### src/sv/adsr_pkg.sv
`timescale 1ns / 1ps
// Shared types, constants and helpers of the exponential ADSR envelope.
// No dependencies; the multiplier, divider and envelope core import this package.
package adsr_pkg;

    // digit-serial multiplier: operand width, digit width, product width
    localparam int MW  = 36;
    localparam int DGW = 4;
    localparam int PW  = 2 * MW;
    // dividend width of the serial divider (Q4.32 log value)
    localparam int DDW = 36;

    localparam logic [2:0] STG_IDLE    = 3'd0;
    localparam logic [2:0] STG_ATTACK  = 3'd1;
    localparam logic [2:0] STG_DECAY   = 3'd2;
    localparam logic [2:0] STG_SUSTAIN = 3'd3;
    localparam logic [2:0] STG_RELEASE = 3'd4;

    localparam logic [2:0] CFG_ATT_TIME = 3'd0;
    localparam logic [2:0] CFG_ATT_AMT  = 3'd1;
    localparam logic [2:0] CFG_DEC_TIME = 3'd2;
    localparam logic [2:0] CFG_DEC_AMT  = 3'd3;
    localparam logic [2:0] CFG_SUS_LVL  = 3'd4;
    localparam logic [2:0] CFG_SUS_AMT  = 3'd5;
    localparam logic [2:0] CFG_REL_TIME = 3'd6;
    localparam logic [2:0] CFG_REL_AMT  = 3'd7;

    localparam logic [16:0] ONE_Q16     = 17'd65536;
    localparam logic [18:0] ATT_TGT_Q16 = 19'd78643;
    localparam logic [18:0] EPS_Q16     = 19'd66;
    localparam logic [25:0] A_ATTACK    = 26'd393216;
    localparam logic [25:0] A_RELEASE   = 26'd65601536;
    localparam logic [31:0] LN2_Q32     = 32'hB17217F8;
    localparam logic [3:0]  TAYLOR_LAST = 4'd13;

    function automatic logic [17:0] f_mag18(input logic [17:0] x);
        return x[17] ? (~x + 18'd1) : x;
    endfunction

    // base + floor(mod*amt / 2^16), clamped to [0, 1.0]
    function automatic logic [16:0] f_modulate(input logic [16:0] base,
                                               input logic [MW-1:0] pmag,
                                               input logic neg);
        logic signed [39:0] p;
        logic signed [39:0] v;
        p = signed'(40'(pmag));
        if (neg) p = -p;
        v = (p >>> 16) + signed'(40'(base));
        if (v < 0) return 17'd0;
        else if (v > signed'(40'(ONE_Q16))) return ONE_Q16;
        else return v[16:0];
    endfunction

endpackage

### src/sv/adsr_if.sv
`timescale 1ns / 1ps
// Channel interfaces: sample tick in, envelope beat out.
// No dependencies.
interface adsr_smp_if;
    logic               valid;
    logic               ready;
    logic signed [17:0] attack_mod;
    logic signed [17:0] decay_mod;
    logic signed [17:0] sustain_mod;
    logic signed [17:0] release_mod;
    logic               gate;
    logic               retrigger;
    modport source(output valid, attack_mod, decay_mod, sustain_mod, release_mod,
                   gate, retrigger, input ready);
    modport sink(input valid, attack_mod, decay_mod, sustain_mod, release_mod,
                 gate, retrigger, output ready);
endinterface

interface adsr_env_if;
    logic        valid;
    logic        ready;
    logic [16:0] level;
    logic [2:0]  stage;
    modport source(output valid, level, stage, input ready);
    modport sink(input valid, level, stage, output ready);
endinterface

### src/sv/adsr_mul.sv
`timescale 1ns / 1ps
// Digit-serial unsigned multiplier, DGW multiplier bits per cycle.
// Depends on adsr_pkg.
module adsr_mul import adsr_pkg::*; (
    input  logic          i_clk,
    input  logic          i_rst_n,
    input  logic          i_start,
    input  logic [MW-1:0] i_a,
    input  logic [MW-1:0] i_b,
    output logic          o_done,
    output logic [PW-1:0] o_prod
);
    localparam int NDIG = (MW + DGW - 1) / DGW;
    localparam int CW   = $clog2(NDIG + 1);

    logic [MW-1:0]     r_a;
    logic [MW-1:0]     r_b;
    logic [PW-1:0]     r_acc;
    logic [PW-1:0]     n_acc;
    logic [CW-1:0]     r_cnt;
    logic              r_busy;
    logic              r_done;
    logic [MW+DGW-1:0] part;
    logic [MW+DGW:0]   top_sum;

    // partial product enters at the top, accumulator slides right one digit
    always_comb begin
        part    = (MW+DGW)'(r_a) * (MW+DGW)'(r_b[DGW-1:0]);
        top_sum = (MW+DGW+1)'(r_acc[PW-1:MW]) + (MW+DGW+1)'(part);
        n_acc   = PW'({top_sum, r_acc[MW-1:0]} >> DGW);
    end

    always_ff @(posedge i_clk) begin
        if (!i_rst_n) begin
            r_busy <= 1'b0;
            r_done <= 1'b0;
            r_cnt  <= '0;
        end else begin
            r_done <= 1'b0;
            if (i_start) begin
                r_busy <= 1'b1;
                r_cnt  <= CW'(NDIG);
            end else if (r_busy) begin
                r_cnt <= r_cnt - CW'(1);
                if (r_cnt == CW'(1)) begin
                    r_busy <= 1'b0;
                    r_done <= 1'b1;
                end
            end
        end
    end

    always_ff @(posedge i_clk) begin
        if (i_start) begin
            r_a   <= i_a;
            r_b   <= i_b;
            r_acc <= '0;
        end else if (r_busy) begin
            r_acc <= n_acc;
            r_b   <= r_b >> DGW;
        end
    end

    assign o_done = r_done;
    assign o_prod = r_acc;
endmodule

### src/sv/adsr_div.sv
`timescale 1ns / 1ps
// Bit-serial restoring divider, one quotient bit per cycle.
// Depends on adsr_pkg.
module adsr_div import adsr_pkg::*; #(
    parameter int DVW = 24
) (
    input  logic           i_clk,
    input  logic           i_rst_n,
    input  logic           i_start,
    input  logic [DDW-1:0] i_num,
    input  logic [DVW-1:0] i_den,
    output logic           o_done,
    output logic [DDW-1:0] o_quot
);
    localparam int CW = $clog2(DDW + 1);

    logic [DDW-1:0] r_q;
    logic [DVW-1:0] r_rem;
    logic [DVW-1:0] r_den;
    logic [CW-1:0]  r_cnt;
    logic           r_busy;
    logic           r_done;
    logic [DVW:0]   rem2;
    logic           ge;
    logic [DVW:0]   n_rem;

    always_comb begin
        rem2  = {r_rem, r_q[DDW-1]};
        ge    = (rem2 >= {1'b0, r_den});
        n_rem = ge ? (rem2 - {1'b0, r_den}) : rem2;
    end

    always_ff @(posedge i_clk) begin
        if (!i_rst_n) begin
            r_busy <= 1'b0;
            r_done <= 1'b0;
            r_cnt  <= '0;
        end else begin
            r_done <= 1'b0;
            if (i_start) begin
                r_busy <= 1'b1;
                r_cnt  <= CW'(DDW);
            end else if (r_busy) begin
                r_cnt <= r_cnt - CW'(1);
                if (r_cnt == CW'(1)) begin
                    r_busy <= 1'b0;
                    r_done <= 1'b1;
                end
            end
        end
    end

    always_ff @(posedge i_clk) begin
        if (i_start) begin
            r_q   <= i_num;
            r_den <= i_den;
            r_rem <= '0;
        end else if (r_busy) begin
            r_q   <= {r_q[DDW-2:0], ge};
            r_rem <= n_rem[DVW-1:0];
        end
    end

    assign o_done = r_done;
    assign o_quot = r_q;
endmodule

### src/sv/exponential_adsr_envelope_core.sv
`timescale 1ns / 1ps
// Exponential ADSR envelope core; one beat in, one envelope beat out.
// Idle, sustain and zero-length beats skip the log and Taylor steps; a curve beat
// runs 32 squarings on the digit-serial multiplier for the log, then 14
// bit-serial divides for e and the Taylor terms. One beat at a time; a
// finished beat waits in the output register. Synchronous active-low reset
// clears config, stage and history.
module exponential_adsr_envelope_core import adsr_pkg::*; #(
    parameter int SAMPLE_RATE = 48000,
    parameter int MAX_SECONDS = 10
) (
    input  logic        i_clk,
    input  logic        i_rst_n,
    input  logic        i_cfg_we,
    input  logic [2:0]  i_cfg_idx,
    input  logic [17:0] i_cfg_data,
    adsr_smp_if.sink    i_smp,
    adsr_env_if.source  o_env
);
    localparam int KSM = SAMPLE_RATE * MAX_SECONDS;
    localparam int NW  = $clog2(KSM + 1);

    localparam logic [4:0] F_IDLE   = 5'd0;
    localparam logic [4:0] F_MODS   = 5'd1;
    localparam logic [4:0] F_MODS_W = 5'd2;
    localparam logic [4:0] F_MODT   = 5'd3;
    localparam logic [4:0] F_MODT_W = 5'd4;
    localparam logic [4:0] F_NMUL   = 5'd5;
    localparam logic [4:0] F_NMUL_W = 5'd6;
    localparam logic [4:0] F_PREP   = 5'd7;
    localparam logic [4:0] F_NORM   = 5'd8;
    localparam logic [4:0] F_SQ     = 5'd9;
    localparam logic [4:0] F_SQ_W   = 5'd10;
    localparam logic [4:0] F_DIV    = 5'd11;
    localparam logic [4:0] F_DIV_W  = 5'd12;
    localparam logic [4:0] F_ZMUL   = 5'd13;
    localparam logic [4:0] F_ZMUL_W = 5'd14;
    localparam logic [4:0] F_TMUL   = 5'd15;
    localparam logic [4:0] F_TMUL_W = 5'd16;
    localparam logic [4:0] F_TDIV   = 5'd17;
    localparam logic [4:0] F_TDIV_W = 5'd18;
    localparam logic [4:0] F_COEF   = 5'd19;
    localparam logic [4:0] F_AMUL   = 5'd20;
    localparam logic [4:0] F_AMUL_W = 5'd21;
    localparam logic [4:0] F_DONE   = 5'd22;

    // configuration
    logic [16:0] r_att_time, r_dec_time, r_sus_lvl, r_rel_time;
    logic [17:0] r_att_amt, r_dec_amt, r_sus_amt, r_rel_amt;

    // envelope state
    logic [2:0]  r_stage;
    logic [16:0] r_level;
    logic [16:0] r_sus_last;
    logic        r_gate;
    logic        r_retr;

    // per-beat working registers
    logic [4:0]         r_fsm;
    logic [2:0]         r_st;
    logic               r_gin, r_rin;
    logic [17:0]        r_smod;
    logic [17:0]        r_tmod;
    logic [17:0]        r_tamt;
    logic [16:0]        r_tbase;
    logic [16:0]        r_tv;
    logic [16:0]        r_sus;
    logic [NW-1:0]      r_n;
    logic [31:0]        r_m;
    logic [3:0]         r_int;
    logic [31:0]        r_frac;
    logic [4:0]         r_sq_cnt;
    logic [DDW-1:0]     r_e;
    logic [31:0]        r_z;
    logic [32:0]        r_term;
    logic signed [34:0] r_sum;
    logic [3:0]         r_j;
    logic [31:0]        r_c;
    logic signed [18:0] r_tgt;
    logic               r_dneg;
    logic [16:0]        r_mag;
    logic [16:0]        r_lvl;

    logic        r_out_valid;
    logic [16:0] r_out_level;
    logic [2:0]  r_out_stage;

    // shared units
    logic           mul_start;
    logic [MW-1:0]  mul_a, mul_b;
    logic           mul_done;
    logic [PW-1:0]  mul_prod;
    logic           div_start;
    logic [DDW-1:0] div_num;
    logic [NW-1:0]  div_den;
    logic           div_done;
    logic [DDW-1:0] div_quot;

    adsr_mul u_mul (
        .i_clk   (i_clk),
        .i_rst_n (i_rst_n),
        .i_start (mul_start),
        .i_a     (mul_a),
        .i_b     (mul_b),
        .o_done  (mul_done),
        .o_prod  (mul_prod)
    );

    adsr_div #(.DVW(NW)) u_div (
        .i_clk   (i_clk),
        .i_rst_n (i_rst_n),
        .i_start (div_start),
        .i_num   (div_num),
        .i_den   (div_den),
        .o_done  (div_done),
        .o_quot  (div_quot)
    );

    // next stage from history and gate/retrigger edges
    logic [2:0] st_next;
    logic       rise, fall;
    always_comb begin
        unique case (r_stage)
            STG_ATTACK:  st_next = (r_level == ONE_Q16) ? STG_DECAY : STG_ATTACK;
            STG_DECAY:   st_next = (r_level == r_sus_last) ? STG_SUSTAIN : STG_DECAY;
            STG_SUSTAIN: st_next = STG_SUSTAIN;
            STG_RELEASE: st_next = (r_level == 17'd0) ? STG_IDLE : STG_RELEASE;
            default:     st_next = STG_IDLE;
        endcase
        rise = (!r_gate && i_smp.gate) || (!r_retr && i_smp.retrigger);
        fall = r_gate && !i_smp.gate;
        if (rise) st_next = STG_ATTACK;
        if (fall) st_next = STG_RELEASE;
    end

    logic accept;
    assign accept      = i_smp.valid && (r_fsm == F_IDLE);
    assign i_smp.ready = (r_fsm == F_IDLE);

    // operand select for the multiplier and divider
    always_comb begin
        mul_start = 1'b0;
        mul_a     = '0;
        mul_b     = '0;
        div_start = 1'b0;
        div_num   = {r_int, r_frac};
        div_den   = r_n;
        unique case (r_fsm)
            F_MODS: begin
                mul_start = 1'b1;
                mul_a     = MW'(f_mag18(r_smod));
                mul_b     = MW'(f_mag18(r_sus_amt));
            end
            F_MODT: begin
                mul_start = 1'b1;
                mul_a     = MW'(f_mag18(r_tmod));
                mul_b     = MW'(f_mag18(r_tamt));
            end
            F_NMUL: begin
                mul_start = 1'b1;
                mul_a     = MW'(r_tv);
                mul_b     = MW'(KSM);
            end
            F_SQ: begin
                mul_start = 1'b1;
                mul_a     = MW'(r_m);
                mul_b     = MW'(r_m);
            end
            F_ZMUL: begin
                mul_start = 1'b1;
                mul_a     = MW'(r_e[31:0]);
                mul_b     = MW'(LN2_Q32);
            end
            F_TMUL: begin
                mul_start = 1'b1;
                mul_a     = MW'(r_term);
                mul_b     = MW'(r_z);
            end
            F_AMUL: begin
                mul_start = 1'b1;
                mul_a     = MW'(r_mag);
                mul_b     = MW'(r_c);
            end
            F_DIV: begin
                div_start = 1'b1;
            end
            F_TDIV: begin
                div_start = 1'b1;
                div_num   = DDW'(r_term);
                div_den   = NW'(r_j);
            end
            default: begin
                mul_start = 1'b0;
            end
        endcase
    end

    // datapath helpers
    logic [16:0]        sus_val, t_val;
    logic [32:0]        sq;
    logic [32:0]        term_q;
    logic [25:0]        a_dec;
    logic [33:0]        sum_pos;
    logic [33:0]        c_sh;
    logic signed [18:0] tgt;
    logic signed [18:0] dlt;
    logic [16:0]        nm;
    logic signed [18:0] appr;
    logic [16:0]        appr_lvl;

    always_comb begin
        sus_val = f_modulate(r_sus_lvl, mul_prod[MW-1:0], r_smod[17] ^ r_sus_amt[17]);
        t_val   = f_modulate(r_tbase, mul_prod[MW-1:0], r_tmod[17] ^ r_tamt[17]);
        sq      = mul_prod[63:31];
        term_q  = div_quot[32:0];
        a_dec   = 26'd65536 + 26'(ONE_Q16 - r_sus) * 26'd1000;
        sum_pos = r_sum[34] ? 34'd0 : r_sum[33:0];
        c_sh    = sum_pos >> r_e[35:32];
        unique case (r_st)
            STG_ATTACK: tgt = signed'(ATT_TGT_Q16);
            STG_DECAY:  tgt = signed'({2'b00, r_sus}) - signed'(EPS_Q16);
            default:    tgt = -signed'(EPS_Q16);
        endcase
        dlt  = signed'({2'b00, r_level}) - tgt;
        nm   = mul_prod[48:32];
        appr = r_dneg ? (r_tgt - signed'({2'b00, nm})) : (r_tgt + signed'({2'b00, nm}));
        // clamp at the segment end, then to [0, 1.0]
        if (r_st == STG_ATTACK && appr > signed'({2'b00, ONE_Q16}))
            appr = signed'({2'b00, ONE_Q16});
        if (r_st == STG_DECAY && appr < signed'({2'b00, r_sus}))
            appr = signed'({2'b00, r_sus});
        if (appr < 0)
            appr_lvl = 17'd0;
        else if (appr > signed'({2'b00, ONE_Q16}))
            appr_lvl = ONE_Q16;
        else
            appr_lvl = appr[16:0];
    end

    // configuration writes
    always_ff @(posedge i_clk) begin
        if (!i_rst_n) begin
            r_att_time <= '0;
            r_att_amt  <= '0;
            r_dec_time <= '0;
            r_dec_amt  <= '0;
            r_sus_lvl  <= '0;
            r_sus_amt  <= '0;
            r_rel_time <= '0;
            r_rel_amt  <= '0;
        end else if (i_cfg_we) begin
            unique case (i_cfg_idx)
                CFG_ATT_TIME: r_att_time <= i_cfg_data[16:0];
                CFG_ATT_AMT:  r_att_amt  <= i_cfg_data;
                CFG_DEC_TIME: r_dec_time <= i_cfg_data[16:0];
                CFG_DEC_AMT:  r_dec_amt  <= i_cfg_data;
                CFG_SUS_LVL:  r_sus_lvl  <= i_cfg_data[16:0];
                CFG_SUS_AMT:  r_sus_amt  <= i_cfg_data;
                CFG_REL_TIME: r_rel_time <= i_cfg_data[16:0];
                CFG_REL_AMT:  r_rel_amt  <= i_cfg_data;
                default:      r_rel_amt  <= r_rel_amt;
            endcase
        end
    end

    // sequencer and control state
    always_ff @(posedge i_clk) begin
        if (!i_rst_n) begin
            r_fsm       <= F_IDLE;
            r_stage     <= STG_IDLE;
            r_level     <= '0;
            r_sus_last  <= '0;
            r_gate      <= 1'b0;
            r_retr      <= 1'b0;
            r_out_valid <= 1'b0;
        end else begin
            // in F_DONE the output register is either kept or reloaded below
            if (o_env.ready && r_fsm != F_DONE) r_out_valid <= 1'b0;
            unique case (r_fsm)
                F_IDLE:   if (accept) r_fsm <= F_MODS;
                F_MODS:   r_fsm <= F_MODS_W;
                F_MODS_W: begin
                    if (mul_done) begin
                        if (r_st == STG_ATTACK || r_st == STG_DECAY || r_st == STG_RELEASE)
                            r_fsm <= F_MODT;
                        else
                            r_fsm <= F_DONE;
                    end
                end
                F_MODT:   r_fsm <= F_MODT_W;
                F_MODT_W: if (mul_done) r_fsm <= F_NMUL;
                F_NMUL:   r_fsm <= F_NMUL_W;
                F_NMUL_W: if (mul_done) r_fsm <= F_PREP;
                F_PREP:   r_fsm <= (r_n == '0) ? F_DONE : F_NORM;
                F_NORM:   if (r_m[31]) r_fsm <= F_SQ;
                F_SQ:     r_fsm <= F_SQ_W;
                F_SQ_W:   if (mul_done) r_fsm <= (r_sq_cnt == 5'd31) ? F_DIV : F_SQ;
                F_DIV:    r_fsm <= F_DIV_W;
                F_DIV_W:  if (div_done) r_fsm <= F_ZMUL;
                F_ZMUL:   r_fsm <= F_ZMUL_W;
                F_ZMUL_W: if (mul_done) r_fsm <= F_TMUL;
                F_TMUL:   r_fsm <= F_TMUL_W;
                F_TMUL_W: if (mul_done) r_fsm <= F_TDIV;
                F_TDIV:   r_fsm <= F_TDIV_W;
                F_TDIV_W: if (div_done) r_fsm <= (r_j == TAYLOR_LAST) ? F_COEF : F_TMUL;
                F_COEF:   r_fsm <= F_AMUL;
                F_AMUL:   r_fsm <= F_AMUL_W;
                F_AMUL_W: if (mul_done) r_fsm <= F_DONE;
                F_DONE: begin
                    if (!r_out_valid || o_env.ready) begin
                        r_out_valid <= 1'b1;
                        r_stage     <= r_st;
                        r_level     <= r_lvl;
                        r_sus_last  <= r_sus;
                        r_gate      <= r_gin;
                        r_retr      <= r_rin;
                        r_fsm       <= F_IDLE;
                    end
                end
                default:  r_fsm <= F_IDLE;
            endcase
        end
    end

    // working registers
    always_ff @(posedge i_clk) begin
        unique case (r_fsm)
            F_IDLE: begin
                if (accept) begin
                    r_st   <= st_next;
                    r_gin  <= i_smp.gate;
                    r_rin  <= i_smp.retrigger;
                    r_smod <= i_smp.sustain_mod;
                    unique case (st_next)
                        STG_ATTACK: begin
                            r_tbase <= r_att_time;
                            r_tamt  <= r_att_amt;
                            r_tmod  <= i_smp.attack_mod;
                        end
                        STG_RELEASE: begin
                            r_tbase <= r_rel_time;
                            r_tamt  <= r_rel_amt;
                            r_tmod  <= i_smp.release_mod;
                        end
                        default: begin
                            r_tbase <= r_dec_time;
                            r_tamt  <= r_dec_amt;
                            r_tmod  <= i_smp.decay_mod;
                        end
                    endcase
                end
            end
            F_MODS_W: begin
                if (mul_done) begin
                    r_sus <= sus_val;
                    r_lvl <= (r_st == STG_SUSTAIN) ? sus_val : 17'd0;
                end
            end
            F_MODT_W: if (mul_done) r_tv <= t_val;
            F_NMUL_W: if (mul_done) r_n <= mul_prod[NW+15:16];
            F_PREP: begin
                // zero length: jump straight to the segment end
                unique case (r_st)
                    STG_ATTACK: begin
                        r_lvl <= ONE_Q16;
                        r_m   <= 32'(A_ATTACK);
                    end
                    STG_DECAY: begin
                        r_lvl <= r_sus;
                        r_m   <= 32'(a_dec);
                    end
                    default: begin
                        r_lvl <= 17'd0;
                        r_m   <= 32'(A_RELEASE);
                    end
                endcase
                r_int    <= 4'd15;
                r_sq_cnt <= 5'd0;
            end
            F_NORM: begin
                if (!r_m[31]) begin
                    r_m   <= {r_m[30:0], 1'b0};
                    r_int <= r_int - 4'd1;
                end
            end
            F_SQ_W: begin
                if (mul_done) begin
                    r_m      <= sq[32] ? sq[32:1] : sq[31:0];
                    r_frac   <= {r_frac[30:0], sq[32]};
                    r_sq_cnt <= r_sq_cnt + 5'd1;
                end
            end
            F_DIV_W: if (div_done) r_e <= div_quot;
            F_ZMUL_W: begin
                if (mul_done) begin
                    r_z    <= mul_prod[63:32];
                    r_term <= 33'h1_0000_0000;
                    r_sum  <= 35'sh1_0000_0000;
                    r_j    <= 4'd1;
                end
            end
            F_TMUL_W: if (mul_done) r_term <= mul_prod[64:32];
            F_TDIV_W: begin
                if (div_done) begin
                    r_term <= term_q;
                    r_sum  <= r_j[0] ? (r_sum - signed'({2'b00, term_q}))
                                     : (r_sum + signed'({2'b00, term_q}));
                    r_j    <= r_j + 4'd1;
                end
            end
            F_COEF: begin
                r_c    <= (c_sh > 34'hFFFF_FFFF) ? 32'hFFFF_FFFF : c_sh[31:0];
                r_tgt  <= tgt;
                r_dneg <= dlt[18];
                r_mag  <= dlt[18] ? 17'(-dlt) : dlt[16:0];
            end
            F_AMUL_W: if (mul_done) r_lvl <= appr_lvl;
            default: r_lvl <= r_lvl;
        endcase
    end

    always_ff @(posedge i_clk) begin
        if (r_fsm == F_DONE && (!r_out_valid || o_env.ready)) begin
            r_out_level <= r_lvl;
            r_out_stage <= r_st;
        end
    end

    assign o_env.valid = r_out_valid;
    assign o_env.level = r_out_level;
    assign o_env.stage = r_out_stage;
endmodule
### src/flat_wrapper.sv
// flat-port wrapper written by rule: the top's interface ports become plain ports
module exponential_adsr_envelope_core_flat import adsr_pkg::*;
#(
    parameter int SAMPLE_RATE = 48000,
    parameter int MAX_SECONDS = 10
)
  (i_clk, i_rst_n, i_cfg_we, i_cfg_idx, i_cfg_data, i_smp_valid, i_smp_attack_mod, i_smp_decay_mod, i_smp_sustain_mod, i_smp_release_mod, i_smp_gate, i_smp_retrigger, i_smp_ready, o_env_valid, o_env_level, o_env_stage, o_env_ready);
  adsr_smp_if i_smp_i ();
  adsr_env_if o_env_i ();
  input  logic i_clk;
  input  logic i_rst_n;
  input  logic i_cfg_we;
  input  logic [2:0] i_cfg_idx;
  input  logic [17:0] i_cfg_data;
  input wire logic [$bits(i_smp_i.valid)-1:0] i_smp_valid;
  input wire logic [$bits(i_smp_i.attack_mod)-1:0] i_smp_attack_mod;
  input wire logic [$bits(i_smp_i.decay_mod)-1:0] i_smp_decay_mod;
  input wire logic [$bits(i_smp_i.sustain_mod)-1:0] i_smp_sustain_mod;
  input wire logic [$bits(i_smp_i.release_mod)-1:0] i_smp_release_mod;
  input wire logic [$bits(i_smp_i.gate)-1:0] i_smp_gate;
  input wire logic [$bits(i_smp_i.retrigger)-1:0] i_smp_retrigger;
  output wire logic [$bits(i_smp_i.ready)-1:0] i_smp_ready;
  output wire logic [$bits(o_env_i.valid)-1:0] o_env_valid;
  output wire logic [$bits(o_env_i.level)-1:0] o_env_level;
  output wire logic [$bits(o_env_i.stage)-1:0] o_env_stage;
  input wire logic [$bits(o_env_i.ready)-1:0] o_env_ready;
  assign i_smp_i.valid = i_smp_valid;
  assign i_smp_i.attack_mod = i_smp_attack_mod;
  assign i_smp_i.decay_mod = i_smp_decay_mod;
  assign i_smp_i.sustain_mod = i_smp_sustain_mod;
  assign i_smp_i.release_mod = i_smp_release_mod;
  assign i_smp_i.gate = i_smp_gate;
  assign i_smp_i.retrigger = i_smp_retrigger;
  assign i_smp_ready = i_smp_i.ready;
  assign o_env_valid = o_env_i.valid;
  assign o_env_level = o_env_i.level;
  assign o_env_stage = o_env_i.stage;
  assign o_env_i.ready = o_env_ready;
  exponential_adsr_envelope_core #(.SAMPLE_RATE(SAMPLE_RATE), .MAX_SECONDS(MAX_SECONDS)) u_core (.i_clk(i_clk), .i_rst_n(i_rst_n), .i_cfg_we(i_cfg_we), .i_cfg_idx(i_cfg_idx), .i_cfg_data(i_cfg_data), .i_smp(i_smp_i), .o_env(o_env_i));
endmodule
### config.mk
export PLATFORM = sky130hd
export DESIGN_NAME = exponential_adsr_envelope_core_flat
export DESIGN_NICKNAME = d
export VERILOG_FILES = /design/src/sv/adsr_pkg.sv /design/src/sv/adsr_if.sv /design/src/sv/adsr_mul.sv /design/src/sv/adsr_div.sv /design/src/sv/exponential_adsr_envelope_core.sv /design/src/flat_wrapper.sv
export SDC_FILE = /design/constraint.sdc
export NUM_CORES = 2
export LEC_CHECK = 0
export BUFFER_PORTS_ARGS = -buffer_cell sky130_fd_sc_hd__buf_2
export CAP_MARGIN = 20
export CORE_UTILIZATION = 50
export CTS_CLUSTER_DIAMETER = 150
export DETAILED_ROUTE_END_ITERATION = 12
export PLACE_DENSITY = 0.73
export REMOVE_ABC_BUFFERS = 1
export SYNTH_ARGS = -nofsm -noshare
export SYNTH_HDL_FRONTEND = slang
export SYNTH_HIERARCHICAL = 1
export SYNTH_SLANG_ARGS = --single-unit
### constraint.sdc
create_clock -name i_clk -period 10.86 [get_ports i_clk]
set_input_delay 0.543 -clock i_clk [delete_from_list [all_inputs] [get_ports i_clk]]
set_output_delay 0.543 -clock i_clk [all_outputs]
set_load 0.01 [all_outputs]
==> flow_summary.json <==
{
  "synth_top_flop_cell": "edfxtp_1",
  "worstHoldEndpoint": "u_core/r_gin",
  "crit_family": "compound AO/OA/AOI/OAI gates",
  "cts_tree": "done",
  "cts_buffers": 94,
  "grt-ovfl-total": 0,
  "rows": 122,
  "h-tree-depth": 3,
  "crit_arrival_ns": 8.45,
  "fmax_mhz": 125,
  "grt_pass1_vias": 43000,
  "drt_wl_total_mm": 172,
  "dieArea_um2": 114000,
  "grt_max_degree": 88,
  "endpoint_kind": "flip-flop",
  "cts.clk_slew.worst_paths_ns": 0.06,
  "tns_ns": 0,
  "synthArstFlopShare_pct": 0,
  "io_buffers": 121,
  "critPathBufInv": 1,
  "syn_area_um2": 56500,
  "antenna_found_initial": 1,
  "peakVddDrop_v": 0.000357,
  "layout_commonest_cell": "nand2_1",
  "rsz0062_at_grt": "false",
  "required_ns": 11.29,
  "ys_ff_latch": 864,
  "finalWeightedCongestion": 0.989,
  "hold_class": "primary input to flip-flop",
  "crit_start": "u_core/u_mul/o_prod[33]",
  "clk_latency_ns": 0.73,
  "final_hold_viol_count": 0,
  "skew_ns": 0.0734,
  "slew_viol_final": 0,
  "synth_area_per_cell_um2": 9.68,
  "clock_path_buffers": 3,
  "layout_common_cells": "nand2_1 (794), edfxtp_1 (574), inv_1 (387), nor2_1 (386), dfxtp_1 (288)",
  "detailed_place_hpwl_mm": 127,
  "wire_per_inst_um": 23.1,
  "hold_depth": 1,
  "vias_per_cell": 6.08,
  "core_um2": 111000,
  "cts_sinks": 864,
  "ios": 122,
  "yosysSeqAreaShare_pct": 40.8,
  "synth_edf_count": 574,
  "ant_nets": 0,
  "syn_inst": 5831,
  "dr.pass1.iters": 10,
  "vias": 45200,
  "yosysWarnings": 6,
  "max_slew_margin_pct": 20.7,
  "nNetsFinal": 6382,
  "crit_path_max_fanout": 18,
  "crit_slowest_cell": "o311ai_0",
  "drt-initial-drc-count": 5058,
  "path_class": "flip-flop to flip-flop",
  "finalCritPeriodShare_pct": 73.9,
  "leakagePower_nw": 24.0,
  "cellPowerDensity_nw_per_um2": 298,
  "finalSetupViolCount": 0,
  "grt_usage_pct": 29.8,
  "start_kind": "flip-flop",
  "grt_pass1_wl_mm": 260,
  "fp.dieW_um": 338,
  "max_stage_delay_ns": 0.99,
  "post-route-drc-count": 0,
  "min-delay-start": "i_smp_gate",
  "final_util_pct": 55.7,
  "max_cap_viol_count": 0,
  "status": "finished, final reports clean",
  "n_antenna_cell": 0,
  "period_minus_slack_ns": 8.02,
  "synthToLayoutAreaGrowth_pct": 9.84,
  "synth_cell_types": 110,
  "drive_gt1_share_pct": 9.59,
  "die-height_um": 338,
  "r2r_end": "u_core/r_lvl[0]",
  "timing.hold.ws_ns": 0.0483,
  "root_buffer": "clkbuf_16",
  "worst_pin_slew_ns": 1.17,
  "worstRegToRegCells": 26,
  "start_util_pct": 50.7,
  "cp.depth": 26,
  "reg2reg_from": "u_core/u_mul/o_prod[33]",
  "finalPower_mw": 18.5,
  "r2r_slack_ns": 2.84
}
-- power breakdown --
part | switching, mW | internal [mW]
registers | 0.541 | 4.12
clock network | 1.44 | 1.88
logic | 6.48 | 4.02
-- flip-flops by register name (all words and copies together) (netlist names), 19 cells and up --
register	cells
u_core/r_term	33
u_core/r_z	32
u_core/r_frac	32
u_core/r_sum	35
u_core/u_mul/r_a	36
u_core/u_div/r_den	19
u_core/r_m	32
u_core/r_e	36
u_core/r_c	32
u_core/u_mul/o_prod	72
u_core/u_mul/r_b	36
u_core/u_div/r_rem	19
u_core/u_div/o_quot	36
u_core/r_n	19
-- cells by family after synthesis --
logic type                 share of synthesized area, %
and+or+nand+nor                                    16.2
AOI/OAI and AO/OA                                  16.0
DFF                                                40.8
buffers and inverters                              4.69
adders and majority gates                          11.7
xor gates and xnor gates                           5.60
muxes                                              5.07
other                                           0.00664
-- cells in the mapped netlist, types with 17 or more instances --
library cell	instances	area, um^2
nand2b_1	46	288
nand2_1	794	2980
nor2b_1	53	332
o221ai_1	29	254
xnor2_1	261	2290
a21boi_0	185	1390
o21a_1	39	293
ha_1	251	3140
a31oi_1	41	257
fa_1	172	3440
nor3_1	93	465
nor4_1	32	200
and2_1	201	1260
dfxtp_1	290	5810
a222oi_1	36	360
a22o_1	26	228
a21o_1	72	541
xor2_1	100	876
or3_1	32	200
clkbuf_1	230	863
nor2_1	392	1470
a311oi_1	21	184
mux2_2	118	1330
inv_1	389	1460
edfxtp_1	574	17200
buf_1	30	113
and3_1	28	175
a211oi_1	48	360
a21oi_1	242	1210
a22oi_1	117	878
nand3_1	105	526
clkbuf_2	17	85.1
o22ai_1	27	169
o21ai_1	24	120
mux2i_1	144	1440
o211ai_1	36	270
nand4_1	44	275
o31ai_1	29	218
o21ai_0	174	871
-- per-stage QoR --
step	instances	worst slack, ns	instance area (um^2)
after CTS	7423	3.09	61900
after global placement	7226	3.09	58500
after floorplan	5545	2.09	55300
final	7429	2.84	62000
after detailed placement	7226	3.11	58500
after global routing	7429	2.35	62000
-- how the worst max path moves through the flow --
| stage | end |
|---|---|
| 3_5_place_dp | u_core/r_lvl[9] |
| 2_1_floorplan | u_core/u_div/o_quot[0] |
| 6_report | u_core/r_lvl[0] |
| 4_1_cts | u_core/r_lvl[0] |
| 3_3_place_gp | u_core/r_lvl[9] |
| 5_1_grt | u_core/r_lvl[0] |
-- worst reg2reg max path, stage by stage, from the launching register on --
cell      delay [ns]
dfxtp_1         0.51
inv_1           0.26
nand3_1         0.17
nor4_1          0.83
a21oi_1         0.21
xnor2_1         0.20
ha_1            0.36
o21ai_0         0.14
o211ai_1        0.18
a21oi_1         0.11
or2_2           0.34
o311ai_0        0.99
nor3_1          0.12
nand4_1         0.19
o31ai_1         0.16
nor2_1          0.43
nor2_1          0.09
ha_1            0.36
nand4_1         0.13
a21oi_1         0.16
o211ai_1        0.11
nand4_1         0.16
a31o_2          0.15
o22a_1          0.14
nor2_1          0.09
a221oi_2        0.89
o221ai_1        0.23
-- metal layers --
metal	wire length, um	GRT usage (%)
met1	70600	40.6
met2	75500	45.6
met3	17000	5.87
met4	8930	14.0
met5	13	0
-- final cells by class --
class	instances	area, um^2
clock buffers	125	2560
clock inverters	53	643
fillers	9688	49300
inverters	397	1490
multi-input cells	4284	30900
flip-flops and latches	864	23000
well taps	1488	1860
repair buffers	218	1480
-- timing repair --
action / CTS / global route
hold buffers: 19 / 0
endpoints found under the hold margin: 19 / 0
setup buffers: 0 / 0
gates resized for setup: 0 / 0
Power figures use the tool's default switching activity.
